<file path="src/sv/iosl_pkg.sv">
// Shared types, field widths and operation codes for the ordered set list block.
package iosl_pkg;

   localparam int ENTRIES_DEF = 1024;
   localparam int MODE_W      = 3;
   localparam int ELEM_W      = 10;

   localparam logic [MODE_W-1:0] MODE_INSERT = 3'd0;
   localparam logic [MODE_W-1:0] MODE_REMOVE = 3'd1;
   localparam logic [MODE_W-1:0] MODE_POP    = 3'd2;
   localparam logic [MODE_W-1:0] MODE_QUERY  = 3'd3;
   localparam logic [MODE_W-1:0] MODE_FIRST  = 3'd4;
   localparam logic [MODE_W-1:0] MODE_NEXT   = 3'd5;
   localparam logic [MODE_W-1:0] MODE_CLEAR  = 3'd6;

   typedef struct packed {
      logic [MODE_W-1:0] mode;
      logic [ELEM_W-1:0] element;
   } req_type;

   typedef struct packed {
      logic              ok;
      logic [ELEM_W-1:0] element_out;
   } rsp_type;

   // Commands from the controller to the datapath.
   typedef struct packed {
      logic accept;
      logic exec;
      logic sweep;
      logic load_rsp;
   } cmd_type;

   // Status from the datapath to the controller.
   typedef struct packed {
      logic req_clear;
      logic sweep_last;
      logic out_free;
   } sts_type;

endpackage

</file>
<file path="src/sv/iosl_ctrl.sv">
// Controller state machine for the ordered set list block.
module iosl_ctrl
   import iosl_pkg::*;
(
   input  logic    clock,
   input  logic    reset,
   input  logic    req_valid,
   output logic    req_ready,
   input  sts_type sts,
   output cmd_type cmd
);

   typedef enum logic [3:0] {
      S_SWEEP = 4'b0001,
      S_IDLE  = 4'b0010,
      S_EXEC  = 4'b0100,
      S_RESP  = 4'b1000
   } state_type;

   state_type state_ff, state_in;
   logic      clr_ff, clr_in;

   always_comb begin
      state_in  = state_ff;
      clr_in    = clr_ff;
      cmd       = '0;
      req_ready = 1'b0;
      unique case (state_ff)
         S_SWEEP: begin
            cmd.sweep = 1'b1;
            if (sts.sweep_last) begin
               // A sweep started by a clear request still owes that item its result.
               state_in = clr_ff ? S_RESP : S_IDLE;
               clr_in   = 1'b0;
            end
         end
         S_IDLE: begin
            req_ready = 1'b1;
            if (req_valid) begin
               cmd.accept = 1'b1;
               if (sts.req_clear) begin
                  state_in = S_SWEEP;
                  clr_in   = 1'b1;
               end else begin
                  state_in = S_EXEC;
               end
            end
         end
         S_EXEC: begin
            cmd.exec = 1'b1;
            if (sts.out_free) begin
               cmd.load_rsp = 1'b1;
               state_in     = S_IDLE;
            end else begin
               state_in = S_RESP;
            end
         end
         S_RESP: begin
            if (sts.out_free) begin
               cmd.load_rsp = 1'b1;
               state_in     = S_IDLE;
            end
         end
         default: begin
            state_in = S_SWEEP;
         end
      endcase
   end

   always_ff @(posedge clock) begin
      if (reset) begin
         state_ff <= S_SWEEP;
         clr_ff   <= 1'b0;
      end else begin
         state_ff <= state_in;
         clr_ff   <= clr_in;
      end
   end

endmodule

</file>
<file path="config.mk">
export PLATFORM = sky130hd
export DESIGN_NAME = iosl_ctrl
export DESIGN_NICKNAME = d
export VERILOG_FILES = /design/src/sv/iosl_pkg.sv /design/src/sv/iosl_ctrl.sv
export SDC_FILE = /design/constraint.sdc
export NUM_CORES = 1
export LEC_CHECK = 0
export BUFFER_PORTS_ARGS = -buffer_cell sky130_fd_sc_hd__buf_4
export CORE_AREA = 2 2 39 41
export DETAILED_ROUTE_END_ITERATION = 12
export DIE_AREA = 0 0 41 43
export PLACE_DENSITY_LB_ADDON = 0.25
export SLEW_MARGIN = 20
export SYNTH_ARGS = -nofsm -noshare
export SYNTH_HDL_FRONTEND = slang
export SYNTH_SLANG_ARGS = --single-unit
</file>
<file path="constraint.sdc">
create_clock -name clock -period 1.75 [get_ports clock]
set_input_delay 0.35 -clock clock [delete_from_list [all_inputs] [get_ports clock]]
set_output_delay 0.35 -clock clock [all_outputs]
set_load 0.1 [all_outputs]
</file>
Word-level counts from Yosys, hierarchy flattened
Index checks and enable logic that the tools add are counted.
{"block": "totals", "ff_bits": 5, "wordCells": 32, "ram_bits": 0, "romBits": 0, "latch_bits": 0, "memories": 0}
{"block": "op_classes", "reduce_logical": 4, "div_mod_pow": 0, "n_shift": 0, "add_sub_neg": 0, "mul": 0, "mux": 18, "eq_ne": 8, "order_cmp": 0, "bitwise_logic": 0}
{"cell": "4-bit 2-to-1 mux", "count": 5}
{"cell": "4-bit one-hot mux with 4 select lines", "count": 1}
{"cell": "1-bit 2-to-1 mux", "count": 10}
{"cell": "2-bit inequality test, second input constant", "count": 4}
{"cell": "4-bit by 1-bit == test with 1-bit output, second input constant", "count": 1}
{"cell": "4-bit by 2-bit == test with 1-bit output, second input constant", "count": 1}
{"cell": "4-bit by 3-bit == test with 1-bit output, second input constant", "count": 1}
{"cell": "4-bit == test, second input constant", "count": 1}
{"cell": "4-bit AND reduction", "count": 1}
{"cell": "3-bit 2-to-1 mux", "count": 1}
{"cell": "3-bit AND reduction", "count": 1}
{"cell": "1-bit one-hot mux with 2 select lines", "count": 1}
{"cell": "2-bit nonzero test", "count": 1}
{"cell": "2-bit OR reduction", "count": 1}

Logic depth before layout (Yosys ltp)
Gate-level depths: netlist (run 1).
{"block": "logic_depth", "ltp_word": 3, "depth_mapped": 5, "mapped_depth_nobuf": 4}

Worst setup path before layout (run 1)
Ideal clock, no wire load.
{"block": "synth_path", "path_type": "flip-flop to output port", "from": "reg state_ff[0]", "to": "out cmd[2] in the netlist's numbering", "t_arrival_ps": 3606, "setup_slack_ps": -2206, "path_stages_with_launch": 3, "cell_sequence": "dfxtp_1 -> buf_4 -> nor4b_1"}
{"element": "start: declaration", "line": "iosl_ctrl.sv:20", "rtl": "state_type state_ff, state_in;"}
{"element": "start signal: assignment", "line": "iosl_ctrl.sv:75", "rtl": "state_ff <= state_in;"}
{"element": "end: declaration", "line": "iosl_ctrl.sv:10", "rtl": "output cmd_type cmd"}

==> results of run 1 <==
## registers in the layout, indices dropped and copies added (netlist names)
register / flops
state_ff: 4
clr_ff: 1
## worst max path at each step
stage	endpoint	cells after the start	start
after floorplan	cmd[3]	3	state_ff[3]
after global placement	cmd[2]	3	state_ff[0]
after detailed placement	cmd[2]	3	state_ff[0]
after CTS	cmd[1]	3	state_ff[2]
after global routing	cmd[3]	3	state_ff[3]
final	cmd[3]	3	state_ff[3]
## logic make-up (layout without fill, tap and decap cells)
| kind of cell | count (synthesis) | after routing | synth area share [%] |
|---|---|---|---|
| AO/OA/AOI/OAI | 12 | 12 | 22.3 |
| buffers and inverters | 8 | 25 | 12.0 |
| XOR/XNOR | 1 | 1 | 2.11 |
| AND/OR/NAND/NOR | 21 | 21 | 39.5 |
| flip-flops | 5 | 5 | 24.1 |
## worst max-delay path, stage by stage (launching register included)
cell,delay (ns)
dfxtp_2,0.35
nor4b_4,0.32
and2_4,0.20
buf_6,0.21
## cells in the mapped netlist (2+ instances only)
cell type | instances | area [µm²]
a21oi_1 | 2 | 10.0
a2bb2oi_1 | 2 | 17.5
buf_6 | 2 | 22.5
dfxtp_1 | 5 | 100
inv_1 | 3 | 11.3
nand3b_1 | 2 | 15.0
nor2_1 | 4 | 15.0
nor3b_1 | 3 | 22.5
nor4_1 | 2 | 12.5
o21ai_0 | 2 | 10.0
## timing repair
item,4_1_cts,5_1_grt
setup endpoints to repair,4,4
pin swaps,0,1
hold buffers,0,0
buffers inserted,0,1
hold endpoints to repair,0,0
gates resized for setup,4,3
## metal layers
| metal | vias up | share of wire [%] |
|---|---|---|
| met4 | 0 | 0 |
| met2 | 12 | 53 |
| li1 | 207 | - |
| met1 | 201 | 41 |
| met3 | 0 | 5.1 |
| met5 | - | 0 |
## through the flow
stage / cells / power, µW / hold slack (ns) / setup TNS, ns
2_1_floorplan: 47 / 405 / 0.422 / -2.88
3_3_place_gp: 75 / 467 / 0.550 / 0
3_5_place_dp: 75 / 466 / 0.552 / 0
4_1_cts: 79 / 611 / 0.304 / -0.00481
5_1_grt: 80 / 654 / 0.293 / 0
6_report: 80 / 626 / 0.302 / 0
## report_power, final
group / internal, µW / switching (µW) / total [µW]
Clock: 86.3 / 48.6 / 135
Sequential: 129 / 24.2 / 154
Combinational: 138 / 200 / 338
Total: 354 / 272 / 626
## layout make-up
cell class,count,share of cell area [%]
clock buffers,4,4.28
repair buffers,17,23.2
inverters,4,2.44
multi-input cells,34,49.9
flip-flops and latches,5,16.9
well taps,16,3.26
==> results.sh, run 1 <==
export IMPL_via_count=420
export IMPL_dpl_worst_slack_ns=0.210
export IMPL_end_kind="primary output"
export IMPL_syn_area_um2=415
export IMPL_grt_pass1_vias=357
export IMPL_fill_cells=138
export IMPL_core_area_um2=1380
export IMPL_start_util_pct=30.0
export IMPL_rsz0062_at_grt="no"
export IMPL_areaGrowthSynthToFinish_pct=47.9
export IMPL_dieArea_um2=1760
export IMPL_hp_class="in -> reg"
export IMPL_io_pins=11
export IMPL_portBuffers=10
export IMPL_synthFlopType="dfxtp_1"
export IMPL_grt_util_met2_pct=20.3
export IMPL_htree_levels=1
export IMPL_cp_required_ns=1.40
export IMPL_regToRegEndpoint="state_ff[3]"
export IMPL_final_seq_area_um2=104
export IMPL_min_from="sts[2]"
export IMPL_ys_types=30
export IMPL_place_area_um2=562
export IMPL_mostFrequentLayoutCell="buf_4"
export IMPL_setup_violations=0
export IMPL_layout_common_cells="13 x buf_4, 4 x nor2_1, 4 x buf_6"
export IMPL_synth_fp_nets=53
export IMPL_placementRows=14
export IMPL_maxSlewViolCount=0
export IMPL_worstMarginPinSlew_ns=0.466
export IMPL_antenna_found_initial=0
export IMPL_ys_async_sr_fraction_pct=0
export IMPL_cts_made_buffers=3
export IMPL_met1_usage_pct=19.3
export IMPL_p_leak_uw=0.000239
export IMPL_clk_path_buf_depth=2
export IMPL_startpoint_type="flip-flop"
export IMPL_ys_warn_count=0
export IMPL_r2r_slack_ns=0.33
export IMPL_fin_nets=71
export IMPL_synth_seq_area_share_pct=24.1
export IMPL_place_congestion=0.768
export IMPL_n_antenna_cell=0
export IMPL_clock_latency_ns=0.24
export IMPL_max_slew_margin_pct=68.7
export IMPL_cp_max_fo=4
export IMPL_clock_fmax_mhz=596
export IMPL_powerDensity_nw_per_um2=1020
export IMPL_finalCritPeriodShare_pct=95.9
export IMPL_finalHoldViolCount=0
export IMPL_fin_area_um2=614
export IMPL_syn_area_per_cell_um2=8.84
export IMPL_grt_usage_pct=13.8
export IMPL_peakVddDrop_mv=0.564
export IMPL_grt_overflow=0
export IMPL_drt_iter0_drc=10
export IMPL_postRouteAntennaNets=0
export IMPL_grt_pass1_wl_um=1630
export IMPL_grt_max_degree=8
export IMPL_clock_sinks=5
export IMPL_postSynthCellCount=47
export IMPL_die_h_um=43
export IMPL_drcViolationCount=0
export IMPL_dp_hpwl_um=808
export IMPL_post_drt_via_cell_ratio=5.25
export IMPL_fin_skew_ns=0.00253
export IMPL_final_util_pct=44.4
export IMPL_wl_per_cell_um=13.2
export IMPL_critPathKind="reg -> out"
export IMPL_max_cap_violations=0
export IMPL_timing_rr_start="state_ff[0]"
export IMPL_multi_input_area_um2=307
export IMPL_use_met3_pct=1.57
export IMPL_status="complete, no violations"
export IMPL_drt_pass1_iterations=4
export IMPL_synth_seq_cells=5
export IMPL_drive_gt1_share_pct=51.6
export IMPL_busiest_layer="met2"
export IMPL_hold_depth=2
export IMPL_cts_tree="yes"
export IMPL_wl_um=1060
export IMPL_setup_ws_ns=0.0714
export IMPL_synth_edf_count=0
export IMPL_worstPathArrival_ns=1.33
export IMPL_r2r_cells=5
export IMPL_period_needed_ns=1.68
export IMPL_path_clk_slew_ns=0.05
export IMPL_die_w_um=41
export IMPL_hold_path_end="state_ff[2]"
export IMPL_clock_root_buffer="clkbuf_4"
Note: power is estimated with default switching activity, not from simulation.
==> run 2, diff against run 1 <==
- SLEW_MARGIN: 20 -> 10
- clock period: 1.75 -> 1.9 ns (I/O delays scaled with it)
==> results.sh, run 2 (same netlist as run 1, synthesis figures left out) <==
export IMPL_status="complete, no violations"
export IMPL_drt_iter0_drc=5
export IMPL_cts_made_buffers=3
export IMPL_htree_levels=1
export IMPL_rsz0062_at_grt="no"
export IMPL_areaGrowthSynthToFinish_pct=36.1
export IMPL_wl_met2_um=451
export IMPL_largest_register="state_ff"
export IMPL_maxSlewViolCount=0
export IMPL_die_w_um=41
export IMPL_critPathKind="reg -> out"
export IMPL_p_seq_share_pct=26.5
export IMPL_peakVddDrop_mv=0.514
export IMPL_grt_pass1_wl_um=1520
export IMPL_post_drt_via_cell_ratio=5.15
export IMPL_grt_max_degree=11
export IMPL_via_count=386
export IMPL_dp_hpwl_um=736
export IMPL_largest_register_ffs=4
export IMPL_r2r_cells=5
export IMPL_cp_required_ns=1.52
export IMPL_reg_largest_list="state_ff (4), clr_ff (1)"
export IMPL_mostFrequentLayoutCell="buf_4"
export IMPL_wl_per_cell_um=12.3
export IMPL_fin_nets=66
export IMPL_powerDensity_nw_per_um2=958
export IMPL_final_util_pct=40.9
export IMPL_die_h_um=43
export IMPL_path_clk_slew_ns=0.04
export IMPL_n_antenna_cell=0
export IMPL_startpoint_type="flip-flop"
export IMPL_place_congestion=0.776
export IMPL_clock_fmax_mhz=557
export IMPL_io_pins=11
export IMPL_power_switching_uw=238
export IMPL_antenna_found_initial=0
export IMPL_p_clk_share_pct=22.5
export IMPL_grt_usage_pct=13.1
export IMPL_p_leak_uw=0.000211
export IMPL_clock_latency_ns=0.24
export IMPL_setup_ws_ns=0.105
export IMPL_cts_tree="yes"
export IMPL_start_util_pct=30.0
export IMPL_period_needed_ns=1.79
export IMPL_drt_pass1_iterations=4
export IMPL_clock_root_buffer="clkbuf_4"
export IMPL_dr_max_layer_used="met3"
export IMPL_fin_setup_tns_ns=0
export IMPL_worstPathArrival_ns=1.41
export IMPL_wl_met1_um=417
export IMPL_finalCritPeriodShare_pct=94.5
export IMPL_drive_gt1_share_pct=47.5
export IMPL_layout_common_cells="11 x buf_4, 4 x nor2_1"
export IMPL_clock_sinks=5
export IMPL_end_kind="primary output"
export IMPL_max_slew_margin_pct=67.9
export IMPL_crit_chain="nor4b_4 > and2_4 > buf_6"
export IMPL_max_cap_violations=0
export IMPL_dieArea_um2=1760
export IMPL_p_int_uw=304
export IMPL_slowest_delay_ns=0.39
export IMPL_met3_wirelength_um=52
export IMPL_hold_depth=2
export IMPL_finalHoldViolCount=0
export IMPL_p_sw_share_pct=43.9
export IMPL_drcViolationCount=0
export IMPL_cp_max_fo=9
export IMPL_grt_overflow=0
export IMPL_grt_pass1_vias=347
export IMPL_hp_class="in -> reg"
export IMPL_setup_violations=0
export IMPL_placementRows=14
export IMPL_worstMarginPinSlew_ns=0.476
export IMPL_postRouteAntennaNets=0
export IMPL_core_area_um2=1380
export IMPL_wl_um=920
export IMPL_p_comb_share_pct=51.1
export IMPL_hold_buffers=0
export IMPL_portBuffers=10
export IMPL_dpl_worst_slack_ns=0.186
export IMPL_clk_path_buf_depth=2
export IMPL_crit_slowest_cell="dfxtp_2"
export IMPL_fin_skew_ns=0.00273
-- run 2: cell types whose count changed in the layout (fill, tap and decap cells not counted), sizes merged --
cell  change
buf       -5
-- run 2: layout make-up --
| type | instances | area, µm² |
|---|---|---|
| Tap cell | 16 | 20.0 |
| Clock buffer | 4 | 26.3 |
| Timing Repair Buffer | 12 | 93.8 |
| Inverter | 4 | 15.0 |
| Multi-Input combinational cell | 34 | 307 |
| Fill cell | 153 | 818 |
| Sequential cell | 5 | 104 |
-- run 2: power by group through the flow --
stage	combinational [µW]	clock (µW)	sequential (µW)
3_5_place_dp	277	0	144
2_1_floorplan	250	0	124
5_1_grt	292	134	147
3_3_place_gp	279	0	145
4_1_cts	277	127	144
6_report	277	122	143
-- run 2: timing repair --
item                       4_1_cts  5_1_grt
buffers inserted                 0        0
resized for setup                3        1
setup endpoints to repair        2        1
-- run 2: stage by stage --
stage	hold WS, ns	area [µm²]	instances	total power (µW)
3_3_place_gp	0.568	532	71	425
5_1_grt	0.306	566	75	573
6_report	0.312	566	75	542
4_1_cts	0.305	562	75	548
2_1_floorplan	0.452	463	47	373
3_5_place_dp	0.568	532	71	421
-- run 2: worst max-delay path, delay by kind of cell, from the launching register on --
family / cells / cell delay (ns)
DFF: 1 / 0.39
and+or+nand+nor: 2 / 0.57
buffers and inverters: 1 / 0.22
-- run 2: routing by layer --
| layer | GRT usage, % | up-vias |
|---|---|---|
| met3 | 6.28 | 0 |
| met1 | 17.0 | 174 |
| met5 | 0 | - |
| met2 | 18.4 | 13 |
| li1 | - | 199 |
| met4 | 4.00 | 0 |
-- run 2: worst paths after layout --
path	end	slack [ns]	startpoint
hold reg to reg	state_ff[0]	0.60	state_ff[0]
setup reg to reg	state_ff[3]	0.43	state_ff[0]
setup / recovery	cmd[3]	0.11	state_ff[3]
hold / removal	state_ff[2]	0.31	sts[2]
